===== config.mk =====
export PLATFORM = sky130hd
export DESIGN_NAME = pip_datapath
export DESIGN_NICKNAME = d
export VERILOG_FILES = /design/src/rtl/pip_pkg.sv /design/src/rtl/pip_datapath.sv
export SDC_FILE = /design/constraint.sdc
export NUM_CORES = 2
export LEC_CHECK = 0
export ABC_AREA = 1
export BUFFER_PORTS_ARGS = -buffer_cell sky130_fd_sc_hd__buf_4
export CORE_ASPECT_RATIO = 1.1
export CORE_MARGIN = 4
export CORE_UTILIZATION = 32
export CTS_CLUSTER_SIZE = 30
export DETAILED_ROUTE_END_ITERATION = 12
export SKIP_CTS_REPAIR_TIMING = 1
export SLEW_MARGIN = 0
export SYNTH_ARGS = -nofsm -noshare
export SYNTH_HDL_FRONTEND = slang
export SYNTH_SLANG_ARGS = --single-unit
export TNS_END_PERCENT = 10

===== constraint.sdc =====
create_clock -name clk -period 14.55 [get_ports clk]
set_input_delay 0 -clock clk [delete_from_list [all_inputs] [get_ports clk]]
set_output_delay 0 -clock clk [all_outputs]
set_load 0.05 [all_outputs]

===== src/rtl/pip_pkg.sv =====
package pip_pkg;

    localparam int MIN_POLY_VERTICES = 3;
    localparam int CFG_BITS          = 5;
    localparam int INDEX_BITS        = 4;

    localparam logic MODE_VERTEX = 1'b0;
    localparam logic MODE_QUERY  = 1'b1;

    // commands from the controller to the datapath
    typedef struct packed {
        logic load_query;   // latch query point, clear parity
        logic wr_vertex;    // write one vertex into the store
        logic rd_en;        // read one vertex for the edge walk
        logic rd_first;     // first read of the walk, no edge yet
        logic finish;       // register the result
    } pip_cmd_t;

endpackage


===== src/rtl/pip_datapath.sv =====
module pip_datapath #(
    parameter int MAX_VERTICES = 16,
    parameter int COORD_BITS   = 16
) (
    input  logic                                 clk,
    input  logic                                 rst_n,
    input  pip_pkg::pip_cmd_t                    cmd,
    input  logic [$clog2(MAX_VERTICES)-1:0]      rd_addr,
    input  logic [$clog2(MAX_VERTICES)-1:0]      wr_addr,
    input  logic signed [COORD_BITS-1:0]         coord_x,
    input  logic signed [COORD_BITS-1:0]         coord_y,
    input  logic                                 last_point,
    output logic                                 result_valid,
    output logic                                 point_inside,
    output logic                                 any_inside,
    output logic                                 run_end
);
    import pip_pkg::*;

    localparam int DW = COORD_BITS + 1;
    localparam int PW = 2 * DW;

    logic signed [COORD_BITS-1:0] mem_x [MAX_VERTICES];
    logic signed [COORD_BITS-1:0] mem_y [MAX_VERTICES];

    logic signed [COORD_BITS-1:0] px_reg, py_reg;
    logic                         last_reg;
    logic signed [COORD_BITS-1:0] rd_x_reg, rd_y_reg;
    logic signed [COORD_BITS-1:0] prev_x_reg, prev_y_reg;
    logic                         s1_valid_reg, s1_first_reg;

    logic signed [DW-1:0]         a_reg, dy_reg, b_reg, c_reg;
    logic signed [DW-1:0]         a_next, dy_next, b_next, c_next;
    logic                         s2_cross_reg, s2_dy_pos_reg;
    logic                         straddle;

    logic signed [PW-1:0]         lhs_reg, rhs_reg;
    logic signed [PW-1:0]         lhs_next, rhs_next;
    logic                         s3_cross_reg, s3_dy_pos_reg;
    logic                         hit;

    logic                         parity_reg, run_any_reg;
    logic                         any_next;
    logic                         result_valid_reg, point_inside_reg;
    logic                         any_inside_reg, run_end_reg;

    // vertex store, one write and one registered read port
    always_ff @(posedge clk)
    begin
        if (cmd.wr_vertex)
        begin
            mem_x[wr_addr] <= coord_x;
            mem_y[wr_addr] <= coord_y;
        end
        if (cmd.rd_en)
        begin
            rd_x_reg <= mem_x[rd_addr];
            rd_y_reg <= mem_y[rd_addr];
        end
    end

    // edge (prev, current): differences and straddle test
    assign straddle = (prev_y_reg > py_reg) != (rd_y_reg > py_reg);
    assign a_next   = DW'(px_reg) - DW'(prev_x_reg);
    assign dy_next  = DW'(rd_y_reg) - DW'(prev_y_reg);
    assign b_next   = DW'(rd_x_reg) - DW'(prev_x_reg);
    assign c_next   = DW'(py_reg) - DW'(prev_y_reg);

    assign lhs_next = PW'(a_reg) * PW'(dy_reg);
    assign rhs_next = PW'(b_reg) * PW'(c_reg);

    // sign fix: the inequality flips when dy is negative
    assign hit      = s3_dy_pos_reg ? (lhs_reg < rhs_reg) : (rhs_reg < lhs_reg);
    assign any_next = run_any_reg | parity_reg;

    always_ff @(posedge clk)
    begin
        if (cmd.load_query)
        begin
            px_reg   <= coord_x;
            py_reg   <= coord_y;
            last_reg <= last_point;
        end
        if (s1_valid_reg)
        begin
            prev_x_reg <= rd_x_reg;
            prev_y_reg <= rd_y_reg;
        end
        a_reg         <= a_next;
        dy_reg        <= dy_next;
        b_reg         <= b_next;
        c_reg         <= c_next;
        s2_dy_pos_reg <= dy_next > 0;
        lhs_reg       <= lhs_next;
        rhs_reg       <= rhs_next;
        s3_dy_pos_reg <= s2_dy_pos_reg;
        if (cmd.finish)
        begin
            point_inside_reg <= parity_reg;
            any_inside_reg   <= any_next;
            run_end_reg      <= last_reg;
        end
    end

    always_ff @(posedge clk or negedge rst_n)
    begin
        if (!rst_n)
        begin
            s1_valid_reg     <= 1'b0;
            s1_first_reg     <= 1'b0;
            s2_cross_reg     <= 1'b0;
            s3_cross_reg     <= 1'b0;
            parity_reg       <= 1'b0;
            run_any_reg      <= 1'b0;
            result_valid_reg <= 1'b0;
        end
        else
        begin
            s1_valid_reg     <= cmd.rd_en;
            s1_first_reg     <= cmd.rd_first;
            s2_cross_reg     <= s1_valid_reg && !s1_first_reg && straddle;
            s3_cross_reg     <= s2_cross_reg;
            result_valid_reg <= cmd.finish;
            if (cmd.load_query)
            begin
                parity_reg <= 1'b0;
            end
            else if (s3_cross_reg && hit)
            begin
                parity_reg <= !parity_reg;
            end
            if (cmd.finish)
            begin
                run_any_reg <= last_reg ? 1'b0 : any_next;
            end
        end
    end

    assign result_valid = result_valid_reg;
    assign point_inside = point_inside_reg;
    assign any_inside   = any_inside_reg;
    assign run_end      = run_end_reg;

    a_strobe_single: assert property (@(posedge clk) disable iff (!rst_n)
        result_valid_reg |=> !result_valid_reg)
        else $error("result strobe held longer than one cycle");

    a_run_cleared: assert property (@(posedge clk) disable iff (!rst_n)
        (result_valid_reg && run_end_reg) |-> !run_any_reg)
        else $error("run flag survived the end of a run");

endmodule

==> qor.csv <==
metric;value;unit
distinct cell type count after synthesis;54;
top flop regs;mem_x: 256 flops, mem_y: 256 flops;
crit-path max FO;17;
routability cong.;0.880;
Core Rows;157;
final hold vios;0;
CTS sink cnt;757;
top cells by area, synth;edfxtp_1, fa_1, inv_1, ha_1, nand2_1;
initial antenna violation count;3;
Core Area;0.166;mm²
number of port buffers;51;
share of the yosys chip area belonging to registers;0.399;
share of layout cells above drive strength 1;0.0525;
Final min period;6320;ps
worst hold-check slack;72.7;ps
multiplexer share of the synthesized area;0.0240;
Total Neg Setup Slack;0;ps
Final period util;0.434;
RSZ-0062 raised after global routing;no;
first-pass GRT wire length;205;mm
Mapped Cells;5191;
Tot GR Track Use;0.149;
kind of end point of the critical path;flip-flop;
Crit path arrival time;6880;ps
post-layout instance area;0.0592;mm²
Vias/cell;4.64;
Final Skew;38.7;ps
antenna-violating nets left;0;
DRC errors left;0;
startpoint class of the critical path;flip-flop;
crit path launch;dy_reg[2];
fraction of the mapped netlist area in adder cells;0.290;
Post-Syn Area;0.0534;mm²
Die ar.;0.174;mm²
DIE WIDTH;398;µm
setup violators final;0;
via count;34700;
Initial DRC Count;2392;
pin count of the biggest net entering global routing;141;
drt total wl;129;mm
final core occ;0.356;
CTS buffer count;82;
worst-skew pair later-pin latency;660;ps
Syn Nets;6120;
Fmax;158;MHz
Post-Synth Simple-Gate Area;0.0880;
worst slew pin tran;1090;ps
Primary FF master, synth;edfxtp_1;
DP Wirelength;90.7;mm
Synth Area in Compound Gates;0.0744;
vias in the first global route;36500;
synth warn;0;
CTS tree;done;
Nets;6105;
clock root cell;clkbuf_16;
kind of critical path;flip-flop to flip-flop;
CTS H-tree lvls;3;
required time worst endpoint;15110;ps
clock tree buffer depth;3;
xor and xnor area share after synthesis;0.0203;
largest family of logic cells by synthesized area;adder cells;
number of synthesized flops with an enable pin;612;
ys async rst share;0.00925;
io pins;52;
final slew viol count;0;
HP Class;primary input to flip-flop;
Hold Path Origin;rd_addr[3];
Placed Area;0.0561;mm²
post-synth top area cell;edfxtp_1;
CTS clock-pin slew for the worst setup and hold paths;60;ps
Synth Area per Inst;10.3;µm²
status;complete, no violations;
Yosys reg bits;757;
drt wl/cell;17.3;µm
top cell type's share of synthesized area;0.344;
Initial Util;0.322;
Die Y;437;µm
DRT Pass-1 Iters;6;
Max-slew headroom;0.274;
Crit Reg-Reg Startpoint;dy_reg[2];
GRT overflow;0;
Layout area overhead;10.7;%
Max Cap Violations;0;
[cell families (layout without fill, tap and decap cells)]
kind of cell / after synthesis / in the layout
buffers and inverters: 1464 / 1516
multiplexers: 128 / 128
adder cells (fa/ha/maj): 881 / 881
XOR/XNOR: 124 / 124
other: 0 / 2
AO/OA/AOI/OAI: 677 / 677
AND/OR/NAND/NOR: 1160 / 1160
flip-flops: 757 / 757
[Yosys cell counts (5+ instances only)]
library cell and count:
nor3_1 14, ha_1 285, o21ai_2 12, or2_2 9, inv_1 1236, a31oi_1 10
edfxtp_1 612, xor2_1 75, buf_2 15, buf_1 11, buf_4 17, o211ai_1 131
nand2_2 10, a211oi_1 5, dfxtp_1 138, a21boi_1 5, a21oi_1 255, dfrtp_1 7
o21ai_1 13, nand4_1 24, mux2i_1 128, fa_1 596, o21ai_0 192, nor2_1 130
nand3_1 101, a21o_1 17, a21oi_2 10, xnor2_1 49, nand2_1 851, o21bai_1 8
clkbuf_1 183
[critical path, stage by stage (launching register included)]
cell     delay (ps)
dfxtp_1         880
nand2_1         210
inv_1           170
fa_1            570
fa_1            910
fa_1            530
fa_1            500
fa_1            490
inv_1            50
fa_1            470
inv_1            40
ha_1            450
nand2_1          90
nor2_1          160
inv_1            80
nor3_1          230
nand4_1         150
nand4_1         110
xor2_1          150
[worst paths after layout]
check / cells past startpoint / slack, ps / end
worst max-delay path: 18 / 8230 / lhs_reg[31]
worst max register to register: 18 / 8230 / lhs_reg[31]
min in group asynchronous: 3 / 470 / s1_valid_reg
worst min register to register: 0 / 370 / s3_cross_reg
max in group asynchronous: 3 / 13710 / result_valid
worst min-delay path: 3 / 70 / rd_y_reg[1]
[placed cells by master, fill, tap and decap left out, types with 87 or more instances in the layout]
master,count
o21ai_0,192
mux2i_1,128
o211ai_1,131
fa_1,596
a21oi_1,255
dfxtp_1,138
inv_1,1234
nor2_1,114
buf_4,87
nand2_1,851
ha_1,285
edfxtp_1,612
nand3_1,101
[layout make-up]
class / instances / area (µm²)
fillers: 16600 / 107000
multi-input cells: 2970 / 26700
flip-flops and latches: 757 / 21300
inverters: 1238 / 4650
well taps: 2226 / 2790
clock buffers: 104 / 2200
repair buffers: 127 / 1060
clock inverters: 47 / 498
diodes: 2 / 5.00
[through the flow]
| stage | instances | worst slack [ps] |
|---|---|---|
| after floorplan | 5191 | 8950 |
| after global placement | 7279 | 8270 |
| after detailed placement | 7279 | 8220 |
| after CTS | 7430 | 8200 |
| after global routing | 7469 | 7830 |
| final | 7471 | 8230 |
[per-layer routing]
metal | wire length [µm] | global-route usage | vias up
met3 | 6100 | 0.0175 | 213
met1 | 55500 | 0.196 | 17400
met4 | 2840 | 0.0332 | 2
met2 | 64600 | 0.263 | 823
met5 | 13 | 0 | -
li1 | - | - | 16300
Power is not shown: default switching activity piles up to over one toggle a cycle in this logic, so the estimate is an artifact.
